**src/sv/upd_pkg.sv**
```systemverilog
// Shared types, constants and helpers for the URL percent decoder.
// No dependencies; the front end, back end, top level and testbench import this package.
`default_nettype none

package upd_pkg;

    // Default width of the per-message written-byte counter
    localparam int C_COUNT_BITS = 16;
    // Depth of the front-to-back command queue and of the result queue
    localparam int C_CMD_DEPTH  = 4;
    localparam int C_RES_DEPTH  = 4;

    // Limit register reset value
    localparam logic [15:0] C_MAX_OUT_RESET = 16'hFFFF;

    // Character codes
    localparam logic [7:0] C_CHAR_PCT   = 8'h25;  // '%'
    localparam logic [7:0] C_CHAR_PLUS  = 8'h2B;  // '+'
    localparam logic [7:0] C_CHAR_SPACE = 8'h20;  // ' '
    localparam logic [7:0] C_CHAR_W     = 8'h57;  // 'W', 'a' - 10
    localparam logic [7:0] C_CASE_BIT   = 8'h20;  // upper to lower case

    // Escape sequence state
    typedef enum logic [1:0] {
        ESC_IDLE,
        ESC_PCT,
        ESC_DIGIT
    } t_esc_phase;

    // Input item
    typedef struct packed {
        logic [7:0] in_byte;
        logic       in_last;
    } t_upd_in;

    // Result item
    typedef struct packed {
        logic [7:0]  out_byte;
        logic        byte_valid;
        logic        msg_end;
        logic        was_truncated;
        logic [15:0] decoded_length;
    } t_upd_out;

    // Classified item: up to three candidate bytes in order, plus end flag
    typedef struct packed {
        logic [2:0][7:0] bytes;
        logic [1:0]      count;
        logic            last;
    } t_upd_cmd;

    function automatic logic is_hex(input logic [7:0] c);
        return (c >= 8'h30 && c <= 8'h39) || (c >= 8'h61 && c <= 8'h66) ||
               (c >= 8'h41 && c <= 8'h46);
    endfunction

    // Value of a hex digit; only meaningful when is_hex holds
    function automatic logic [3:0] hex_val(input logic [7:0] c);
        logic [7:0] v;
        if (c <= 8'h39) begin
            v = c - 8'h30;
        end else begin
            v = (c | C_CASE_BIT) - C_CHAR_W;
        end
        return v[3:0];
    endfunction

endpackage

`default_nettype wire

```
**src/sv/upd_fifo.sv**
```systemverilog
// Small first-word-fall-through queue built from flops.
// Depends on nothing; used for the command queue and the result queue.
`default_nettype none

module upd_fifo #(
    parameter int WIDTH = 8,
    parameter int DEPTH = 4
) (
    input  wire logic             i_clk,
    input  wire logic             i_rst_n,
    input  wire logic             i_push,
    input  wire logic [WIDTH-1:0] i_data,
    output logic                  o_full,
    input  wire logic             i_pop,
    output logic [WIDTH-1:0]      o_data,
    output logic                  o_empty
);

    localparam int AW = (DEPTH > 1) ? $clog2(DEPTH) : 1;
    localparam int CW = $clog2(DEPTH + 1);

    logic [WIDTH-1:0] r_mem [DEPTH];
    logic [AW-1:0]    r_wr_ptr, n_wr_ptr;
    logic [AW-1:0]    r_rd_ptr, n_rd_ptr;
    logic [CW-1:0]    r_count, n_count;
    logic             w_do_push, w_do_pop;

    assign o_full    = (r_count == CW'(DEPTH));
    assign o_empty   = (r_count == '0);
    assign o_data    = r_mem[r_rd_ptr];
    assign w_do_push = i_push && !o_full;
    assign w_do_pop  = i_pop && !o_empty;

    // Pointer and fill count update
    always_comb begin
        n_wr_ptr = r_wr_ptr;
        n_rd_ptr = r_rd_ptr;
        n_count  = r_count;
        if (w_do_push) begin
            n_wr_ptr = (r_wr_ptr == AW'(DEPTH - 1)) ? '0 : r_wr_ptr + AW'(1);
        end
        if (w_do_pop) begin
            n_rd_ptr = (r_rd_ptr == AW'(DEPTH - 1)) ? '0 : r_rd_ptr + AW'(1);
        end
        if (w_do_push && !w_do_pop) begin
            n_count = r_count + CW'(1);
        end else if (!w_do_push && w_do_pop) begin
            n_count = r_count - CW'(1);
        end
    end

    always_ff @(posedge i_clk) begin
        if (!i_rst_n) begin
            r_wr_ptr <= '0;
            r_rd_ptr <= '0;
            r_count  <= '0;
        end else begin
            r_wr_ptr <= n_wr_ptr;
            r_rd_ptr <= n_rd_ptr;
            r_count  <= n_count;
        end
    end

    // Storage, no reset
    always_ff @(posedge i_clk) begin
        if (w_do_push) begin
            r_mem[r_wr_ptr] <= i_data;
        end
    end

`ifndef NO_ASSERTIONS
    a_count_range: assert property (@(posedge i_clk) disable iff (!i_rst_n)
        r_count <= CW'(DEPTH))
        else $error("queue fill count beyond depth");
`endif

endmodule

`default_nettype wire

```
**src/sv/upd_front.sv**
```systemverilog
// Front end: tracks escape sequences and turns each input byte into a
// command of up to three candidate bytes. Depends on upd_pkg.
`default_nettype none

module upd_front import upd_pkg::*; (
    input  wire logic    i_clk,
    input  wire logic    i_rst_n,
    input  wire logic    i_push,
    input  wire t_upd_in i_data,
    output logic         o_full,
    input  wire logic    i_cmd_full,
    output logic         o_cmd_push,
    output t_upd_cmd     o_cmd
);

    t_esc_phase r_phase, n_phase;
    logic [7:0] r_held, n_held;
    t_esc_phase w_mid_phase;
    logic [7:0] w_mid_held;
    logic       w_accept;
    logic [7:0] w_c;
    logic       w_hex;

    assign o_full     = i_cmd_full;
    assign w_accept   = i_push && !i_cmd_full;
    assign o_cmd_push = w_accept;
    assign w_c        = i_data.in_byte;
    assign w_hex      = is_hex(w_c);

    // Next state: phase after this byte, then cleared at message end
    always_comb begin
        w_mid_phase = ESC_IDLE;
        w_mid_held  = r_held;
        unique case (r_phase)
            ESC_PCT: begin
                if (w_hex) begin
                    w_mid_phase = ESC_DIGIT;
                    w_mid_held  = w_c;
                end else if (w_c == C_CHAR_PCT) begin
                    w_mid_phase = ESC_PCT;
                end
            end
            ESC_DIGIT: begin
                if (!w_hex && w_c == C_CHAR_PCT) begin
                    w_mid_phase = ESC_PCT;
                end
            end
            default: begin
                if (w_c == C_CHAR_PCT) begin
                    w_mid_phase = ESC_PCT;
                end
            end
        endcase

        n_phase = r_phase;
        n_held  = r_held;
        if (w_accept) begin
            n_phase = i_data.in_last ? ESC_IDLE : w_mid_phase;
            n_held  = i_data.in_last ? 8'h00 : w_mid_held;
        end
    end

    // Outputs: candidate bytes in emission order
    always_comb begin
        logic [1:0] k;
        logic       plain;
        k     = 2'd0;
        plain = 1'b0;
        o_cmd = '0;
        unique case (r_phase)
            ESC_PCT: begin
                if (!w_hex) begin
                    o_cmd.bytes[k] = C_CHAR_PCT;
                    k = k + 2'd1;
                    plain = 1'b1;
                end
            end
            ESC_DIGIT: begin
                if (w_hex) begin
                    o_cmd.bytes[k] = {hex_val(r_held), hex_val(w_c)};
                    k = k + 2'd1;
                end else begin
                    o_cmd.bytes[k] = C_CHAR_PCT;
                    k = k + 2'd1;
                    o_cmd.bytes[k] = r_held;
                    k = k + 2'd1;
                    plain = 1'b1;
                end
            end
            default: begin
                plain = 1'b1;
            end
        endcase

        // Byte handled as a fresh byte; '%' only opens an escape
        if (plain && w_c != C_CHAR_PCT && k != 2'd3) begin
            o_cmd.bytes[k] = (w_c == C_CHAR_PLUS) ? C_CHAR_SPACE : w_c;
            k = k + 2'd1;
        end

        // Flush a pending escape literally at message end
        if (i_data.in_last && w_mid_phase != ESC_IDLE && k != 2'd3) begin
            o_cmd.bytes[k] = C_CHAR_PCT;
            k = k + 2'd1;
            if (w_mid_phase == ESC_DIGIT && k != 2'd3) begin
                o_cmd.bytes[k] = w_mid_held;
                k = k + 2'd1;
            end
        end

        o_cmd.count = k;
        o_cmd.last  = i_data.in_last;
    end

    always_ff @(posedge i_clk) begin
        if (!i_rst_n) begin
            r_phase <= ESC_IDLE;
            r_held  <= 8'h00;
        end else begin
            r_phase <= n_phase;
            r_held  <= n_held;
        end
    end

`ifndef NO_ASSERTIONS
    a_last_clears: assert property (@(posedge i_clk) disable iff (!i_rst_n)
        (w_accept && i_data.in_last) |=> (r_phase == ESC_IDLE && r_held == 8'h00))
        else $error("escape state not cleared after message end");
    a_no_bytes_on_open: assert property (@(posedge i_clk) disable iff (!i_rst_n)
        (w_accept && !i_data.in_last && r_phase == ESC_IDLE && w_c == C_CHAR_PCT)
        |-> (o_cmd.count == 2'd0))
        else $error("opening percent produced output");
`endif

endmodule

`default_nettype wire

```
**src/sv/upd_back.sv**
```systemverilog
// Back end: applies the byte limit to queued commands one candidate per cycle
// while the result queue has room, counts kept bytes, builds results. Uses upd_pkg.
`default_nettype none

module upd_back import upd_pkg::*; #(
    parameter int COUNT_BITS = C_COUNT_BITS
) (
    input  wire logic        i_clk,
    input  wire logic        i_rst_n,
    input  wire logic [15:0] i_max_out,
    input  wire t_upd_cmd    i_cmd,
    input  wire logic        i_cmd_empty,
    output logic             o_cmd_pop,
    input  wire logic        i_res_full,
    output logic             o_res_push,
    output t_upd_out         o_res
);

    localparam int LW = (COUNT_BITS > 16) ? COUNT_BITS : 16;

    logic [1:0]            r_idx, n_idx;
    logic [COUNT_BITS-1:0] r_written, n_written;
    logic                  r_dropped, n_dropped;
    logic                  r_any_kept, n_any_kept;

    logic [LW-1:0]         w_limit, w_max_ext, w_cap_ext, w_written_ext;
    logic [COUNT_BITS-1:0] w_written_inc;
    logic                  w_step, w_has_cand, w_final, w_keep, w_next_keep;
    logic [7:0]            w_byte;

    // Effective limit: register value capped by counter capacity
    assign w_max_ext     = LW'(i_max_out);
    assign w_cap_ext     = LW'({COUNT_BITS{1'b1}});
    assign w_limit       = (w_max_ext < w_cap_ext) ? w_max_ext : w_cap_ext;
    assign w_written_ext = LW'(r_written);
    assign w_written_inc = r_written + COUNT_BITS'(1);
    assign w_keep        = w_written_ext < w_limit;
    assign w_next_keep   = LW'(w_written_inc) < w_limit;

    assign w_step     = !i_cmd_empty && !i_res_full;
    assign w_has_cand = (i_cmd.count != 2'd0);
    assign w_final    = !w_has_cand || (r_idx == i_cmd.count - 2'd1);
    assign w_byte     = i_cmd.bytes[r_idx];
    assign o_cmd_pop  = w_step && w_final;

    // Result build and counter update for one candidate
    always_comb begin
        n_idx      = r_idx;
        n_written  = r_written;
        n_dropped  = r_dropped;
        n_any_kept = r_any_kept;
        o_res_push = 1'b0;
        o_res      = '0;

        if (w_step) begin
            if (w_has_cand && w_keep) begin
                o_res_push       = 1'b1;
                o_res.out_byte   = w_byte;
                o_res.byte_valid = 1'b1;
                // Kept bytes form a prefix, so this is the last one when
                // the command ends here or the next one would be dropped
                if (i_cmd.last && (w_final || !w_next_keep)) begin
                    o_res.msg_end        = 1'b1;
                    o_res.was_truncated  = r_dropped || !w_final;
                    o_res.decoded_length = 16'(LW'(w_written_inc));
                end
                n_written  = w_written_inc;
                n_any_kept = 1'b1;
            end else if (w_has_cand) begin
                n_dropped = 1'b1;
                if (w_final && i_cmd.last && !r_any_kept) begin
                    o_res_push           = 1'b1;
                    o_res.msg_end        = 1'b1;
                    o_res.was_truncated  = 1'b1;
                    o_res.decoded_length = 16'(w_written_ext);
                end
            end else if (i_cmd.last) begin
                // End-only marker
                o_res_push           = 1'b1;
                o_res.msg_end        = 1'b1;
                o_res.was_truncated  = r_dropped;
                o_res.decoded_length = 16'(w_written_ext);
            end

            if (w_final) begin
                n_idx      = 2'd0;
                n_any_kept = 1'b0;
                if (i_cmd.last) begin
                    n_written = '0;
                    n_dropped = 1'b0;
                end
            end else begin
                n_idx = r_idx + 2'd1;
            end
        end
    end

    always_ff @(posedge i_clk) begin
        if (!i_rst_n) begin
            r_idx      <= 2'd0;
            r_written  <= '0;
            r_dropped  <= 1'b0;
            r_any_kept <= 1'b0;
        end else begin
            r_idx      <= n_idx;
            r_written  <= n_written;
            r_dropped  <= n_dropped;
            r_any_kept <= n_any_kept;
        end
    end

`ifndef NO_ASSERTIONS
    a_end_clears: assert property (@(posedge i_clk) disable iff (!i_rst_n)
        (o_cmd_pop && i_cmd.last) |=> (r_written == '0 && !r_dropped))
        else $error("message counters not cleared at message end");
    a_marker_ends: assert property (@(posedge i_clk) disable iff (!i_rst_n)
        (o_res_push && !o_res.byte_valid) |-> (o_res.msg_end && o_res.out_byte == 8'h00))
        else $error("end-only marker without message end");
    a_idx_in_cmd: assert property (@(posedge i_clk) disable iff (!i_rst_n)
        (!i_cmd_empty && w_has_cand) |-> (r_idx < i_cmd.count))
        else $error("candidate index past command length");
`endif

endmodule

`default_nettype wire

```
**src/sv/url_percent_decoder_top.sv**
```systemverilog
// Top level of the URL percent decoder: front end, command queue, back end,
// result queue and the limit register. Depends on upd_pkg and all submodules.
// A byte's results pass through the command queue and then the result queue.
// Throughput: one byte per cycle while each byte yields at most one candidate
// byte and the result queue has room; more candidates hold the back end longer.
// Reset (synchronous, active low): clears escape state, counters and both
// queues, and sets the byte limit to 65535.
`default_nettype none

module url_percent_decoder_top import upd_pkg::*; #(
    parameter int COUNT_BITS = C_COUNT_BITS
) (
    input  wire logic        i_clk,
    input  wire logic        i_rst_n,
    input  wire logic        push,
    input  wire t_upd_in     i_data,
    output logic             full,
    input  wire logic        pop,
    output t_upd_out         o_data,
    output logic             empty,
    input  wire logic        i_cfg_wr_en,
    input  wire logic [15:0] i_cfg_wr_data
);

    logic [15:0] r_max_out;
    t_upd_cmd    w_cmd_in, w_cmd_out;
    logic        w_cmd_push, w_cmd_full, w_cmd_pop, w_cmd_empty;
    t_upd_out    w_res;
    logic        w_res_push, w_res_full;

    // Byte limit register
    always_ff @(posedge i_clk) begin
        if (!i_rst_n) begin
            r_max_out <= C_MAX_OUT_RESET;
        end else if (i_cfg_wr_en) begin
            r_max_out <= i_cfg_wr_data;
        end
    end

    upd_front u_front (
        .i_clk      (i_clk),
        .i_rst_n    (i_rst_n),
        .i_push     (push),
        .i_data     (i_data),
        .o_full     (full),
        .i_cmd_full (w_cmd_full),
        .o_cmd_push (w_cmd_push),
        .o_cmd      (w_cmd_in)
    );

    upd_fifo #(
        .WIDTH ($bits(t_upd_cmd)),
        .DEPTH (C_CMD_DEPTH)
    ) u_cmd_q (
        .i_clk   (i_clk),
        .i_rst_n (i_rst_n),
        .i_push  (w_cmd_push),
        .i_data  (w_cmd_in),
        .o_full  (w_cmd_full),
        .i_pop   (w_cmd_pop),
        .o_data  (w_cmd_out),
        .o_empty (w_cmd_empty)
    );

    upd_back #(
        .COUNT_BITS (COUNT_BITS)
    ) u_back (
        .i_clk       (i_clk),
        .i_rst_n     (i_rst_n),
        .i_max_out   (r_max_out),
        .i_cmd       (w_cmd_out),
        .i_cmd_empty (w_cmd_empty),
        .o_cmd_pop   (w_cmd_pop),
        .i_res_full  (w_res_full),
        .o_res_push  (w_res_push),
        .o_res       (w_res)
    );

    upd_fifo #(
        .WIDTH ($bits(t_upd_out)),
        .DEPTH (C_RES_DEPTH)
    ) u_res_q (
        .i_clk   (i_clk),
        .i_rst_n (i_rst_n),
        .i_push  (w_res_push),
        .i_data  (w_res),
        .o_full  (w_res_full),
        .i_pop   (pop),
        .o_data  (o_data),
        .o_empty (empty)
    );

endmodule

`default_nettype wire

```
**config.mk**
```make
export PLATFORM = sky130hd
export DESIGN_NAME = url_percent_decoder_top
export DESIGN_NICKNAME = d
export VERILOG_FILES = /design/src/sv/upd_pkg.sv /design/src/sv/upd_fifo.sv /design/src/sv/upd_front.sv /design/src/sv/upd_back.sv /design/src/sv/url_percent_decoder_top.sv
export SDC_FILE = /design/constraint.sdc
export NUM_CORES = 1
export LEC_CHECK = 0
export ABC_AREA = 1
export BUFFER_PORTS_ARGS = -buffer_cell sky130_fd_sc_hd__buf_2
export CAP_MARGIN = 5
export CORE_ASPECT_RATIO = 1.5
export CORE_UTILIZATION = 39
export CTS_CLUSTER_SIZE = 40
export DETAILED_ROUTE_END_ITERATION = 8
export SETUP_SLACK_MARGIN = 0.5
export SYNTH_ARGS = -nofsm -noshare
export SYNTH_HDL_FRONTEND = slang
export SYNTH_SLANG_ARGS = --single-unit
```
**constraint.sdc**
```tcl
create_clock -name i_clk -period 9.4 [get_ports i_clk]
set_clock_uncertainty 0.15 [all_clocks]
set_input_delay 2.35 -clock i_clk [delete_from_list [all_inputs] [get_ports i_clk]]
set_output_delay 2.35 -clock i_clk [all_outputs]
set_load 0.02 [all_outputs]
```
Yosys cells after proc, flatten, opt, wreduce, memory -nomap -nowiden
Memories as Yosys holds them, arrays and structs flattened. A register that Yosys moved wholly into a read port is not among the register bits. Cells that the tools add are included.

Add/subtract/negate cells: 18. Multipliers: 0. Div/mod/pow operators: 0. Magnitude comparators: 17. Eq/ne operators: 16. Shift operators: 0. Muxes and demuxes: 76. Bitwise gates (word level): 3. Reductions and logical operators: 54.

Operators by type and width (number): $mux 18 (5); $mux 8 (11); $mux 24 (3); $mux 16 (4); $bwmux 24 (2); $demux 8 s2 (3); $lt 16x16->1 (2); $mux 2 (15); $logic_and 1x1->1 (27); $mux 27 (1); $mux 1 (20); $add 16x1->16 const B (1); $add 2x1->2 const B (8); $bmux 8 s2 (1); $eq 8x6->1 const B (2); $ge 8x7->1 const B (2); $le 8x6->1 const B (2); $le 8x7->1 const B (2); $lt 16x16->1 const B (1); $pmux 8 s2 (1); $and 15x15->15 (1); $not 15->15 (1); $logic_not 1->1 (13); $eq 2x2->1 const B (6); other kinds (24) (50).

Register bits after elaboration: 60. Bits in latches: 0. Memory bits (writable): 216. Memory bits (read-only): 0. Output and inout port bits: 29. Word-level logic and storage cells: 199. Memories kept: 2.

Memories: u_cmd_q.r_mem (depth 4, width 27, read ports 1, clocked after memory_dff 1, wr ports 1, line upd_fifo.sv:22) `logic [WIDTH-1:0] r_mem [DEPTH];`; u_res_q.r_mem (depth 4, width 27, read ports 1, clocked after memory_dff 1, wr ports 1, line upd_fifo.sv:22).

Longest topological paths before layout
Depth in word-level cells: 18. Depth in mapped cells: 22.

By module
A second synthesis with hierarchy kept.

Cell total of the unflattened synthesis: 1556. Area, all modules: 14664.1 um^2.

Modules (own cells, without submodules): upd_fifo (times used 2, cells an instance 333, area an instance 4553.1 um^2); upd_back (times used 1, cells an instance 477, area an instance 2879.0 um^2); upd_front (times used 1, cells an instance 343, area an instance 2010.7 um^2); url_percent_decoder_top (times used 1, cells an instance 70, area an instance 668.1 um^2).

Worst setup path before layout
No wires, ideal clock.

Kind: input to register. Start: in i_data[2] (netlist name). End: mem u_cmd_q.r_mem[0][6] (netlist name), data pin. Setup time: 0.263 ns. Data arrival time: 4.952 ns. Data required time: 8.987 ns. Path slack: 4.035 ns. Stages on the path: 20. Buffers on the path: 0. Path through: inv_1 ha_1 nand3_1 nand3_2 nand3_2 nand2_4 inv_2 nand2_1 nand2_4 ha_1 nor2_1 nand2_4 xnor2_2 ha_1 nor2_1 nand2_4 inv_4 nand2_2 o21ai_0 inv_1.

Cells in the longest elaborated chain, start to end: 18.

Ends and longest elaborated chain: start, declared (line url_percent_decoder_top.sv:16) `input wire t_upd_in i_data,`; branches (longest 17 deep; another with $ge 8x6->1); $mux 24 (*) (line upd_front.sv:102) `if (i_data.in_last && w_mid_phase != ESC_IDLE && k != 2'd3) begin`; named net u_cmd_q.i_data[6] (line upd_fifo.sv:12) `input wire logic [WIDTH-1:0] i_data,`; end, declared (line upd_fifo.sv:22).

Mark *: on every way through the listed nets, which the timed path passes.

Worst setup path in the final report
Start: in i_data[1] (netlist name). End: mem u_cmd_q.r_mem[2][6] (netlist name), data pin.

The elaborated chain is that of the path after synthesis.

==> results.ini <==
[floorplan]
die_x_um = 156
initial_core_util_pct = 39.5
core_area_um2 = 35000
dieArea_um2 = 36200
ios = 59
die-height_um = 232
std_cell_rows = 84

[logic_synthesis]
synth-async-reset-ratio_pct = 0
syn_area_um2 = 13800
synthFlopType = edfxtp_1
yosysSeqAreaShare_pct = 56.2
yosysTopAreaCellShare_pct = 47.0
synth_cell_types = 51
yosysWarnings = 0
synth_area_leader_cell = edfxtp_1
synthCells = 1436
syn_avg_cell_area_um2 = 9.62
syn_nets = 1529
synthTopCellsByArea = edfxtp_1 (47%), dfxtp_1 (9.3%), nand2_1 (5.9%)
synth_edf_count = 216
ys_seq_elements = 280

[route]
antenna_left = 0
wl_per_cell_um = 17.8
drc = 0
vias = 10200
routed_wl_mm = 35.1
viasPerCell = 5.19
first_pass_iters = 5
drtIter0Drc = 674

[clock_network]
clock_sinks = 280
cts_hold_buf = 0
worstSkewPairLatency_ps = 560
cts_tree = done
path_clk_slew_ps = 60
cts.htree.levels = 1
cts_setup_buffers = 0
root_buffer = clkbuf_16
cts_buffer_depth = 3
cts-resized-gates = 0
numCtsBuffers = 27

[finish]
final_util_pct = 43.8
final_area_um2 = 15300
antennaDiodeCount = 0
nFillCells = 3358
drive_above_1_share_pct = 11.8
multiInputGateArea_um2 = 5240
nets = 1571
regArea_um2 = 7770
syn_to_final_growth_pct = 10.9

[sta]
grt_setup_unrepaired = no
timing.fmax_mhz = 179
slew_viol_final = 0
finalHoldViolations = 0
setup_viol = 0
finalCriticalPeriod_ps = 5590
whs_ps = 314
fin_crit_sh_pct = 59.5
final.setup.tns_ps = 0
worstMarginPinSlew_ps = 1010
relSlewSlack_pct = 31.7

[global_routing]
grt_antenna_before_repair = 0
grt_overflow = 0
grt_pass1_vias = 9649
grt_pass1_wl_mm = 54.0
grt_usage_pct = 19.5
grt_max_degree = 56

[critical_path]
arrival_ps = 5740
endpoint_kind = register
critical_path.startpoint_type = input port
reg2reg_depth = 18
worstPathRequired_ps = 9540
cp_max_fo = 14
crit_type = in2reg

[placement]
dp_hpwl_mm = 23.8
placedInstanceArea_um2 = 14500
io_buffers = 58
finalWeightedCongestion = 0.924

[min_path]
holdPathStages = 2
hp-class = reg2reg

[run]
cap_violations = 0

[pwr]
leakagePower_uw = 0.00597
power_uw = 4320
power.density_nw_per_um2 = 282
ir_drop_mv = 0.120

[status]
status = completed

sequential cells by signal (all words and copies together), names as in the netlist, named ones only:
| signal | flops |
|---|---|
| u_back.r_any_kept | 1 |
| u_res_q.r_rd_ptr | 2 |
| u_front.r_held | 8 |
| u_cmd_q.r_wr_ptr | 2 |
| u_res_q.r_wr_ptr | 2 |
| u_back.r_dropped | 1 |
| u_cmd_q.r_count | 3 |
| u_back.r_written | 16 |
| u_cmd_q.r_mem | 108 |
| u_back.r_idx | 2 |
| r_max_out | 16 |
| u_res_q.r_count | 3 |
| u_res_q.r_mem | 108 |
| u_cmd_q.r_rd_ptr | 2 |
| u_front.r_phase | 2 |
cells in the mapped netlist (2+ instances only):
cell / instances
xor2_1: 10
o211ai_1: 2
nand2_2: 11
fa_1: 2
dfxtp_1: 64
o21ai_0: 161
inv_6: 2
nand3b_1: 4
ha_1: 61
nor2_1: 191
o221ai_1: 11
nand4_1: 10
nand2_4: 10
buf_12: 2
inv_1: 122
nor3_1: 13
a21oi_1: 81
nor4_1: 2
a211oi_1: 3
clkbuf_1: 40
clkinv_1: 3
nor2_2: 9
inv_2: 6
o22ai_1: 35
o21ai_1: 6
edfxtp_1: 216
buf_6: 6
nor2_4: 4
buf_2: 7
o21ai_2: 5
nand3_2: 6
o211a_1: 2
buf_4: 2
nand2_1: 217
nand3_1: 94
layout make-up:
class / instances / share of cell area, %
Timing Repair Buffer: 71 / 2.53
Clock buffer: 37 / 4.66
Multi-Input combinational cell: 964 / 34.2
Tap cell: 473 / 3.86
Inverter: 134 / 3.37
Clock inverter: 13 / 0.678
Sequential cell: 280 / 50.7
metal layers:
metal	global-route usage (%)	vias to the layer above	share of wire (%)
met3	1.90	67	3.5
met4	8.33	0	3.8
met2	37.8	234	55
met1	21.2	4895	37
met5	0	-	0
li1	-	5042	-
cell usage in the layout, fill, tap and decap left out, types with 4 or more instances in the layout:
| cell | netlist | layout |
|---|---|---|
| nand2_1 | 217 | 217 |
| edfxtp_1 | 216 | 216 |
| nor2_1 | 191 | 183 |
| o21ai_0 | 161 | 161 |
| inv_1 | 122 | 122 |
| nand3_1 | 94 | 94 |
| a21oi_1 | 81 | 81 |
| dfxtp_1 | 64 | 63 |
| ha_1 | 61 | 61 |
| buf_2 | 7 | 58 |
| o22ai_1 | 35 | 35 |
| clkbuf_16 | 0 | 27 |
| nor2_2 | 9 | 17 |
| nor3_1 | 13 | 13 |
| buf_4 | 2 | 13 |
| nand2_2 | 11 | 11 |
| o221ai_1 | 11 | 11 |
| xor2_1 | 10 | 10 |
| nand4_1 | 10 | 10 |
| nand2_4 | 10 | 10 |
| clkbuf_1 | 40 | 10 |
| clkinv_1 | 3 | 7 |
| nand3_2 | 6 | 6 |
| inv_2 | 6 | 6 |
| o21ai_1 | 6 | 6 |
| o21ai_2 | 5 | 5 |
| nor2_4 | 4 | 4 |
| nand3b_1 | 4 | 4 |
| clkinv_2 | 0 | 4 |
power by group:
group          switching, µW  internal, µW
clock network            462           562
logic                   1100           420
registers                109          1660
total                   1670          2640
metrics by stage:
step / setup WS, ps / cells
floorplan: 4030 / 1436
global placement: 3360 / 1922
detailed placement: 3260 / 1922
CTS: 3830 / 1972
global route: 3500 / 1972
finish: 3810 / 1972
path summary, 6_finish.rpt:
path	from	endpoint	slack [ps]
worst max-delay path	i_data[1]	u_cmd_q.r_mem[2][6]	3810
worst min register to register	u_back.r_any_kept	u_back.r_any_kept	310
worst min-delay path	u_back.r_any_kept	u_back.r_any_kept	310
worst max register to register	register	u_res_q.r_count[2]	4600
cell families (layout without fill, tap and decap cells):
logic type	count (synthesis)	count (layout)	synth area share, %
and+or+nand+nor	575	575	18.5
AOI/OAI and AO/OA	313	313	12.5
DFF	280	280	56.2
buffers and inverters	192	255	6.00
adders and majority gates	63	63	5.82
xor gates and xnor gates	13	13	0.933
critical path, stage by stage:
cell and delay (ps):
buf_2 120, inv_1 170, ha_1 180, nand2_1 50, nand3_1 100, nand4_1 130, nand2_4 210, inv_2 90
nand2_1 100, nand2_4 100, ha_1 210, nor2_1 280, nand2_4 150, inv_6 140, o21ai_2 110, ha_1 190
nor2_1 320, nand2_4 110, inv_4 170, nand2_2 190, o21ai_0 160, inv_1 110
Power figures use the tool's default switching activity.
